`src/hw/rtl/lir_pkg.sv`:
```
// shared types and constants of the linear interpolation resampler
// transaction payload structs, register indexes and reset values
// no dependencies
package lir_pkg;

    // sample and register widths fixed by the stream format
    localparam int SAMPLE_WIDTH  = 16;
    localparam int FRAC_BITS_DEF = 16;
    localparam int STEP_W        = 20;
    localparam int CFG_INDEX_W   = 2;
    localparam int CFG_DATA_W    = STEP_W;
    localparam int MAX_RESULTS   = 64;

    // register indexes on the configuration port
    localparam logic [CFG_INDEX_W-1:0] CFG_STEP_RATIO  = 2'd0;
    localparam logic [CFG_INDEX_W-1:0] CFG_STEREO_MODE = 2'd1;

    // register reset values
    localparam logic [STEP_W-1:0] STEP_RESET   = 20'd65536;
    localparam logic              STEREO_RESET = 1'b1;

    // input frame
    typedef struct packed {
        logic signed [SAMPLE_WIDTH-1:0] in_left;
        logic signed [SAMPLE_WIDTH-1:0] in_right;
    } frame_t;

    // interpolated output frame
    typedef struct packed {
        logic signed [SAMPLE_WIDTH-1:0] out_left;
        logic signed [SAMPLE_WIDTH-1:0] out_right;
        logic                           last_of_run;
    } result_t;

endpackage

```
`src/hw/rtl/lir_lerp_unit.sv`:
```
// shared interpolation unit: one registered multiplier and a final add
// result = base + floor((target - base) * frac / 2^FRAC_BITS)
// depends on lir_pkg
module lir_lerp_unit #(
    parameter int FRAC_BITS = lir_pkg::FRAC_BITS_DEF
) (
    input  logic                                clk,
    input  logic                                load,
    input  logic signed [lir_pkg::SAMPLE_WIDTH-1:0] base,
    input  logic signed [lir_pkg::SAMPLE_WIDTH-1:0] target,
    input  logic        [FRAC_BITS-1:0]         frac,
    output logic signed [lir_pkg::SAMPLE_WIDTH-1:0] result
);

    localparam int SW     = lir_pkg::SAMPLE_WIDTH;
    localparam int DIFF_W = SW + 1;
    localparam int PROD_W = DIFF_W + FRAC_BITS + 1;

    logic signed [DIFF_W-1:0] diff;
    logic signed [PROD_W-1:0] prod;
    logic signed [PROD_W-1:0] prod_reg;
    logic signed [SW-1:0]     base_reg;
    logic signed [PROD_W-1:0] shifted;

    // difference and product, sign extended
    assign diff = DIFF_W'(target) - DIFF_W'(base);
    assign prod = PROD_W'(diff) * $signed({1'b0, frac});

    // product register
    always_ff @(posedge clk)
    begin
        if (load)
        begin
            prod_reg <= prod;
            base_reg <= base;
        end
    end

    // arithmetic shift gives floor; the sum stays in range so low bits suffice
    assign shifted = prod_reg >>> FRAC_BITS;
    assign result  = base_reg + shifted[SW-1:0];

endmodule

```
`src/hw/rtl/linear_interp_resampler_core.sv`:
```
// linear interpolation resampler: one frame in, zero to 64 frames out.
// a frame goes to check, left, right and result before the output register loads.
// no new frame is taken until the sequencer is idle; the single multiplier is shared
// by both channels under the sequencer, and a stalled output holds the result state.
// reset: position 1.0, previous frame zero, step 1.0, stereo on; no clearing pass.
// depends on lir_pkg and lir_lerp_unit
module linear_interp_resampler_core #(
    parameter int FRAC_BITS = lir_pkg::FRAC_BITS_DEF
) (
    input  logic                                clk,
    input  logic                                rst_n,
    input  logic                                frame_valid,
    output logic                                frame_stall,
    input  lir_pkg::frame_t                     frame,
    output logic                                result_valid,
    input  logic                                result_stall,
    output lir_pkg::result_t                    result,
    input  logic                                cfg_we,
    input  logic [lir_pkg::CFG_INDEX_W-1:0]     cfg_index,
    input  logic [lir_pkg::CFG_DATA_W-1:0]      cfg_data
);

    localparam int SW    = lir_pkg::SAMPLE_WIDTH;
    localparam int POS_W = ((FRAC_BITS > lir_pkg::STEP_W) ? FRAC_BITS : lir_pkg::STEP_W) + 1;
    localparam int CNT_W = $clog2(lir_pkg::MAX_RESULTS + 1);
    localparam logic [POS_W-1:0] ONE_POS  = POS_W'(1) << FRAC_BITS;
    localparam logic [CNT_W-1:0] CNT_MAX  = CNT_W'(lir_pkg::MAX_RESULTS);
    localparam logic [CNT_W-1:0] CNT_LAST = CNT_W'(lir_pkg::MAX_RESULTS - 1);

    typedef enum logic [2:0] {
        S_IDLE,
        S_CHECK,
        S_LEFT,
        S_RIGHT,
        S_RES
    } state_t;

    state_t                     state_reg, state_next;
    logic [lir_pkg::STEP_W-1:0] step_reg, step_next;
    logic                       stereo_reg, stereo_next;
    logic [POS_W-1:0]           pos_reg, pos_next;
    logic [CNT_W-1:0]           cnt_reg, cnt_next;
    logic signed [SW-1:0]       prev_l_reg, prev_l_next;
    logic signed [SW-1:0]       prev_r_reg, prev_r_next;
    lir_pkg::frame_t            cur_reg, cur_next;
    logic                       res_valid_reg, res_valid_next;
    lir_pkg::result_t           res_reg, res_next;
    logic signed [SW-1:0]       left_reg, left_next;

    logic [POS_W-1:0]     pos_sum;
    logic                 pos_below_one;
    logic                 lerp_load;
    logic                 sel_right;
    logic signed [SW-1:0] lerp_base;
    logic signed [SW-1:0] lerp_target;
    logic signed [SW-1:0] lerp_result;
    logic                 cfg_hit;

    // shared multiplier, left then right
    assign lerp_load   = (state_reg == S_LEFT) || (state_reg == S_RIGHT);
    assign sel_right   = (state_reg == S_RIGHT);
    assign lerp_base   = sel_right ? prev_r_reg : prev_l_reg;
    assign lerp_target = sel_right ? cur_reg.in_right : cur_reg.in_left;

    lir_lerp_unit #(
        .FRAC_BITS(FRAC_BITS)
    ) u_lerp (
        .clk    (clk),
        .load   (lerp_load),
        .base   (lerp_base),
        .target (lerp_target),
        .frac   (pos_reg[FRAC_BITS-1:0]),
        .result (lerp_result)
    );

    // position arithmetic
    assign pos_sum       = pos_reg + POS_W'(step_reg);
    assign pos_below_one = (pos_reg < ONE_POS);
    assign cfg_hit       = cfg_we && ((cfg_index == lir_pkg::CFG_STEP_RATIO) ||
                                      (cfg_index == lir_pkg::CFG_STEREO_MODE));

    // handshake outputs
    assign frame_stall  = (state_reg != S_IDLE);
    assign result_valid = res_valid_reg;
    assign result       = res_reg;

    // sequencer next state
    always_comb
    begin
        state_next     = state_reg;
        step_next      = step_reg;
        stereo_next    = stereo_reg;
        pos_next       = pos_reg;
        cnt_next       = cnt_reg;
        prev_l_next    = prev_l_reg;
        prev_r_next    = prev_r_reg;
        cur_next       = cur_reg;
        res_valid_next = res_valid_reg;
        res_next       = res_reg;
        left_next      = left_reg;

        // output transaction taken
        if (res_valid_reg && !result_stall)
        begin
            res_valid_next = 1'b0;
        end

        case (state_reg)
            S_IDLE:
            begin
                if (frame_valid)
                begin
                    cur_next   = frame;
                    cnt_next   = '0;
                    state_next = S_CHECK;
                end
            end
            S_CHECK:
            begin
                if (pos_below_one && (cnt_reg < CNT_MAX))
                begin
                    state_next = S_LEFT;
                end
                else
                begin
                    // capped run drops the rest: position forced to 1.0 then minus 1.0
                    pos_next    = pos_below_one ? '0 : (pos_reg - ONE_POS);
                    prev_l_next = cur_reg.in_left;
                    prev_r_next = cur_reg.in_right;
                    state_next  = S_IDLE;
                end
            end
            S_LEFT:
            begin
                state_next = S_RIGHT;
            end
            S_RIGHT:
            begin
                left_next  = lerp_result;
                state_next = S_RES;
            end
            S_RES:
            begin
                if (!res_valid_reg || !result_stall)
                begin
                    res_valid_next       = 1'b1;
                    res_next.out_left    = left_reg;
                    res_next.out_right   = stereo_reg ? lerp_result : '0;
                    res_next.last_of_run = (pos_sum >= ONE_POS) || (cnt_reg == CNT_LAST);
                    pos_next             = pos_sum;
                    cnt_next             = cnt_reg + CNT_W'(1);
                    state_next           = S_CHECK;
                end
            end
            default:
            begin
                state_next = S_IDLE;
            end
        endcase

        // register write restarts the stream
        if (cfg_hit)
        begin
            if (cfg_index == lir_pkg::CFG_STEP_RATIO)
            begin
                step_next = cfg_data;
            end
            else
            begin
                stereo_next = cfg_data[0];
            end
            pos_next    = ONE_POS;
            prev_l_next = '0;
            prev_r_next = '0;
        end
    end

    // state and registered outputs
    always_ff @(posedge clk or negedge rst_n)
    begin
        if (!rst_n)
        begin
            state_reg     <= S_IDLE;
            step_reg      <= lir_pkg::STEP_RESET;
            stereo_reg    <= lir_pkg::STEREO_RESET;
            pos_reg       <= ONE_POS;
            cnt_reg       <= '0;
            prev_l_reg    <= '0;
            prev_r_reg    <= '0;
            cur_reg       <= '0;
            res_valid_reg <= 1'b0;
            res_reg       <= '0;
            left_reg      <= '0;
        end
        else
        begin
            state_reg     <= state_next;
            step_reg      <= step_next;
            stereo_reg    <= stereo_next;
            pos_reg       <= pos_next;
            cnt_reg       <= cnt_next;
            prev_l_reg    <= prev_l_next;
            prev_r_reg    <= prev_r_next;
            cur_reg       <= cur_next;
            res_valid_reg <= res_valid_next;
            res_reg       <= res_next;
            left_reg      <= left_next;
        end
    end

    // run length never exceeds the cap
    assert property (@(posedge clk) disable iff (!rst_n)
        cnt_reg <= CNT_MAX)
    else $error("result count beyond cap");

    // interpolation only starts with a position below 1.0
    assert property (@(posedge clk) disable iff (!rst_n)
        (state_reg == S_LEFT) |-> (pos_reg < ONE_POS))
    else $error("interpolation started at position 1.0 or more");

    // a new result is loaded only in the result step, which then returns to the check
    assert property (@(posedge clk) disable iff (!rst_n)
        $rose(res_valid_reg) |-> ($past(state_reg) == S_RES) && (state_reg == S_CHECK))
    else $error("result loaded outside the result step");

    // mono output carries no right channel
    assert property (@(posedge clk) disable iff (!rst_n)
        (res_valid_reg && !stereo_reg) |-> (res_reg.out_right == '0))
    else $error("right channel nonzero in mono mode");

endmodule

```
`config.mk`:
```
export PLATFORM = sky130hd
export DESIGN_NAME = linear_interp_resampler_core
export DESIGN_NICKNAME = d
export VERILOG_FILES = /design/src/hw/rtl/lir_pkg.sv /design/src/hw/rtl/lir_lerp_unit.sv /design/src/hw/rtl/linear_interp_resampler_core.sv
export SDC_FILE = /design/constraint.sdc
export NUM_CORES = 1
export LEC_CHECK = 0
export ABC_AREA = 1
export BUFFER_PORTS_ARGS = -buffer_cell sky130_fd_sc_hd__buf_2
export CAP_MARGIN = 20
export CORE_MARGIN = 5
export CORE_UTILIZATION = 23
export CTS_BUF_LIST = sky130_fd_sc_hd__clkbuf_8
export CTS_CLUSTER_DIAMETER = 200
export CTS_CLUSTER_SIZE = 24
export DETAILED_ROUTE_END_ITERATION = 6
export SETUP_SLACK_MARGIN = 0.2
export SLEW_MARGIN = 20
export SYNTH_ARGS = -nofsm -noshare
export SYNTH_HDL_FRONTEND = slang
export SYNTH_SLANG_ARGS = --single-unit
```
`constraint.sdc`:
```
create_clock -name clk -period 15 [get_ports clk]
set_input_delay 3 -clock clk [delete_from_list [all_inputs] [get_ports clk]]
set_output_delay 3 -clock clk [all_outputs]
set_load 0.1 [all_outputs]
```
Word level (Yosys, flattened, before mapping)
Cells that the tools add are included.
Storage, ports and cells
  register bits: 214
  output and inout port bits: 35
  input port bits: 59
Cells by class
  bitwise operators: 1
  eq/ne operators: 11
  add/subtract/negate cells: 5
  reductions and logical operators: 23
  $mul: 1
  muxes and demuxes: 24
  magnitude comparators: 3
Operator list (number)
  $mux 16: 9
  $mux 21: 4
  $pmux 21 s2: 1
  $mul 17x17->32: 1
  $add 21x20->21: 1
  $ge 21x17->1 const B: 1
  $lt 21x17->1 const B: 1
  $sub 21x17->21 const B: 1
  $sub 16x16->17: 1
  $add 16x16->16: 1
  $pmux 3 s5: 1
  $mux 7: 2
  $pmux 7 s2: 1
  $reduce_and 2->1: 6
  $add 7x1->7 const B: 1
  $eq 7x6->1 const B: 1
  $lt 7x7->1 const B: 1
  $eq 3x2->1 const B: 2
  $mux 3: 2
  $ne 2x2->1 const B: 3
  $ne 3x3->1 const B: 2
  $reduce_and 3->1: 2
  $reduce_bool 3->1: 2
  $logic_or 1x1->1: 4
  other kinds (11): 17

Longest topological paths before layout
  word-level depth: 5
  gate-level depth with buffers: 45
  mapped depth without buffers: 42

Hierarchy
From an unflattened synthesis, not the netlist that was laid out.
Second synthesis, totals
  cells, all modules: 2549
  area, all modules: 21194.1 um^2
Modules (own cells, without submodules)
  lir_lerp_unit: cells each 1644, sequential area each 960.9 um^2, area an instance 13048.8 um^2, instances 1
  linear_interp_resampler_core: cells each 905, sequential area each 4157.7 um^2, area an instance 8145.3 um^2, instances 1

Worst setup path before layout
Ideal clock, no wire load.
  path type: reg2reg
  start point: register state_reg[2]
  end point: register u_lerp.prod_reg[30], data pin
  data required time: 14735 ps
  cell stages (with the launch flop): 38
  arrival: 7254 ps
  slack: 7481 ps
  library setup time: 265 ps
  buffers on the path: 3
  period minus slack after synthesis: 7519 ps
  cell sequence: dfrtp_1 nor3_1 clkbuf_1 buf_2 nand2_1 o21ai_0 ha_1 inv_1 fa_1 nand2_2 nand2_2 nand3_1 nand2_4 nand3_1 nand3_2 nand2_4 inv_2 nor2_1 (+2 left out) inv_1 fa_1 inv_1 clkbuf_1 o21ai_0 fa_1 fa_1 inv_1 fa_1 inv_1 ha_1 a21oi_1 o21ai_0 a21oi_1 o21ai_0 nor2_1 o21ai_0 xor2_1
Between the ends
  cells in the longest elaborated chain, start to end: 4
RTL lines
  from (decl): line linear_interp_resampler_core.sv:38  | state_t state_reg, state_next;
  from (signal assigned): line linear_interp_resampler_core.sv:197  | state_reg <= state_next;
  $eq 3x2->1: line linear_interp_resampler_core.sv:61  | assign sel_right = (state_reg == S_RIGHT);
  $mux 16: line linear_interp_resampler_core.sv:62  | assign lerp_base = sel_right ? prev_r_reg : prev_l_reg;
  net lerp_base[0]: line linear_interp_resampler_core.sv:54  | logic signed [SW-1:0] lerp_base;
  $sub 16x16->17: line lir_lerp_unit.sv:26  | assign diff = DIFF_W'(target) - DIFF_W'(base);
  $mul 17x17->32: line lir_lerp_unit.sv:27  | assign prod = PROD_W'(diff) * $signed({1'b0, frac});
  net u_lerp.prod[30]: line lir_lerp_unit.sv:20  | logic signed [PROD_W-1:0] prod;
  to (signal assigned): line lir_lerp_unit.sv:34  | prod_reg <= prod;
  to (decl): line lir_lerp_unit.sv:21  | logic signed [PROD_W-1:0] prod_reg;
The timed path passes the listed nets, and every way through them passes these cells.
A chain may end at the register's enable or synchronous reset.

Worst setup path in the final report
  start point: register state_reg[2]
  end point: register u_lerp.prod_reg[30], data pin
Between the ends
  cells in the longest elaborated chain, start to end: 4
RTL lines (line)
  $eq 3x2->1 (*): linear_interp_resampler_core.sv:61
  $mux 16 (on tied branches): linear_interp_resampler_core.sv:63, linear_interp_resampler_core.sv:62
  $sub 16x16->17 (*): lir_lerp_unit.sv:26
  $mul 17x17->32 (*): lir_lerp_unit.sv:27
  net u_lerp.prod[30]: lir_lerp_unit.sv:20
Mark *: on every way through the listed nets, which the timed path passes. The rest lies on a longest branch.

==> flow_summary_export.csv <==
group,metric,value,unit
run_status,outcome,"finished clean",
timing,hold_slack,478,ps
yosys,yosysTopAreaCell,"fa_1",
yosys,yosysMostFrequentCell,"nand2_1",
timing,rsz0062_at_grt,"false",
yosys,synth.net_count,2988,
timing,setup_viol,0,
route,route.met2.wl,28700,um
timing,tightest_slew,951,ps
setup_path,cpPeakStageDelay,820,ps
timing,timing.final.max_slew_violations,0,
yosys,avgSynthCellArea,8.32,um^2
setup_path,worstPathArrival,9200,ps
yosys,seq_area_frac_synth,24.3,%
yosys,syn-cell-area,21100,um^2
floorplan,coreArea,91200,um^2
setup_path,cp.buffers_inverters,7,
yosys,synth_xor_area_share,2.25,%
yosys,synth_ff_type,"dfrtp_1",
hold_path,holdCritStartpoint,"prev_r_reg[12]$_DFFE_PN0P_",
final_layout,final_nets,3050,
placement,portBuffers,93,
route,via_per_inst,4.40,
cts,hold_buffers,0,
timing,finalCritPeriodShare,59.5,%
yosys,synthAdderAreaFrac,33.0,%
route,ant_nets,0,
route,drt_wl_total,58700,um
cts,cts_tree,"done",
yosys,synth.mux.area_fraction,1.87,%
cts,clk_pin_slew_worst_paths,120,ps
floorplan,die-area,97700,um^2
placement,place_hpwl,47800,um
route,met3_length,2510,um
global_route,grt_pass1_wl,95300,um
cts,cts_buffers,17,
timing,timing.slew.headroom,36.6,%
setup_path,crit_path_end_kind,"flop",
timing,period_needed,8920,ps
yosys,ys_types,61,
timing,hold_viol,0,
cts,clock_latency,530,ps
yosys,synthSimpleGateAreaFrac,19.2,%
floorplan,start_util,23.1,%
setup_path,cp_top_family,"adder cells",
final_layout,syn2layout_area_growth,10.2,%
floorplan,pin_count,94,
setup_path,cp-start-kind,"flop",
yosys,async_flop_share,83.8,%
timing,fmax,112,MHz
cts,clkSinkCount,198,
route,wire_per_inst,15.5,um
route,drtPass1Iterations,5,
route,num_vias,16700,
cts,post_cts_buffers,0,
global_route,grt_max_degree,97,
timing,skew,36.6,ps
floorplan,die_w,313,um
setup_path,timing.critical_path.from,"state_reg[2]$_DFFE_PN0P_",
route,first_iter_violations,1278,
yosys,synth_edf_count,32,
final_layout,largest_reg_flops,33,
setup_path,required,15280,ps
floorplan,die_h,313,um
yosys,syn_inst,2532,
yosys,ys_ff_latch,198,
route,drc_errors,0,
placement,gp_congestion,0.901,
global_route,grt_overflow,0,
route,highest_layer,"met5",
yosys,ys_top_cells_by_area,"fa_1 (25%), dfrtp_1 (19%), nand2_1 (9.4%)",
cts,cts_resized,0,
cts,cts_root_buf,"clkbuf_8",
route,m1WireLength,25600,um
floorplan,rows,111,
final_layout,drive_above_1_share,9.67,%
timing,setup-tns-final,0,ps
setup_path,criticalPathCategory,"flop to flop",
global_route,grt.total_usage,12.1,%
setup_path,slowest_stage,"fa_1",
hold_path,hp-class,"flop to flop",
cts,cts.path.max_buffers,2,
yosys,synth_compound_area_share,8.03,%
yosys,synthTopCellsByCount,"nand2_1 (529), inv_1 (525), fa_1 (264)",
global_route,grt_pass1_vias,17400,
setup_path,r2r_start,"state_reg[2]$_DFFE_PN0P_",
global_route,antenna_found_initial,2,
job,drv_cap,0,
yosys,yosysTopAreaCellShare,25.1,%
cts,ctsHtreeMaxLevel,4,
yosys,synth_top_family_by_area,"adder cells",
yosys,ys.warnings.count,0,
setup_path,path_max_fanout,47,
[metrics by stage]
| stage | std cells | instance area [um^2] | util [%] | setup WS (ps) |
|---|---|---|---|---|
| after floorplan | 2532 | 21100 | - | 7480 |
| after global placement | 3761 | 22800 | 25.0 | 6060 |
| after detailed placement | 3761 | 22800 | 25.0 | 6010 |
| after CTS | 3793 | 23200 | 25.4 | 5990 |
| after global routing | 3794 | 23200 | 25.4 | 5340 |
| final | 3794 | 23200 | 25.4 | 6080 |
[layer usage]
layer	vias up	track usage [%]
li1	7916	-
met1	8242	15.5
met2	430	21.2
met3	94	1.38
met4	2	4.00
met5	-	0
[worst reg2reg max path: cells and delay by family, from the launching register on]
| kind | cells | cell delay (ps) |
|---|---|---|
| adders and majority gates | 7 | 3760 |
| buffers and inverters | 7 | 1480 |
| AOI/OAI and AO/OA | 7 | 1460 |
| and+or+nand+nor | 8 | 1190 |
| DFF | 1 | 420 |
| xor gates and xnor gates | 2 | 400 |
[worst paths after layout]
path | to | slack [ps] | cells after the start
worst max-delay path | u_lerp.prod_reg[30]$_DFFE_PP_ | 6080 | 31
worst min-delay path | prev_r_reg[12]$_DFFE_PN0P_ | 480 | 2
worst max register to register | u_lerp.prod_reg[30]$_DFFE_PP_ | 6080 | 31
worst min register to register | prev_r_reg[12]$_DFFE_PN0P_ | 480 | 2
max in group asynchronous | left_reg[14]$_DFFE_PN0P_ | 10900 | 2
min in group asynchronous | cnt_reg[2]$_DFFE_PN0P_ | 2580 | 1
[placed cells by master, fill, tap and decap left out, types with 17 or more instances in the layout]
cell	instances
dfrtp_1	163
a21oi_1	102
clkbuf_8	17
buf_2	92
nand3_1	123
o21ai_0	118
nor2_1	205
fa_1	264
o22ai_1	26
nand2_1	529
inv_1	526
edfxtp_1	32
xor2_1	32
ha_1	133
mux2_2	35
[kinds of logic (layout without fill, tap and decap cells)]
| kind of cell | Yosys count | after routing |
|---|---|---|
| mux | 35 | 35 |
| buf+inv | 607 | 682 |
| flops | 198 | 198 |
| xor+xnor | 49 | 49 |
| compound gates | 295 | 295 |
| other cells | 0 | 1 |
| fa+ha+maj | 397 | 397 |
| simple gates | 951 | 951 |
[area by class of cell]
| class | instances | area, um^2 |
|---|---|---|
| diodes | 1 | 2.50 |
| clock buffers | 17 | 234 |
| clock inverters | 15 | 211 |
| fillers | 9967 | 68000 |
| inverters | 548 | 2060 |
| multi-input cells | 1727 | 13600 |
| flip-flops and latches | 198 | 5120 |
| well taps | 1186 | 1480 |
| repair buffers | 102 | 539 |
Power is not shown: default switching activity piles up to over one toggle a cycle in this logic, so the estimate is an artifact.
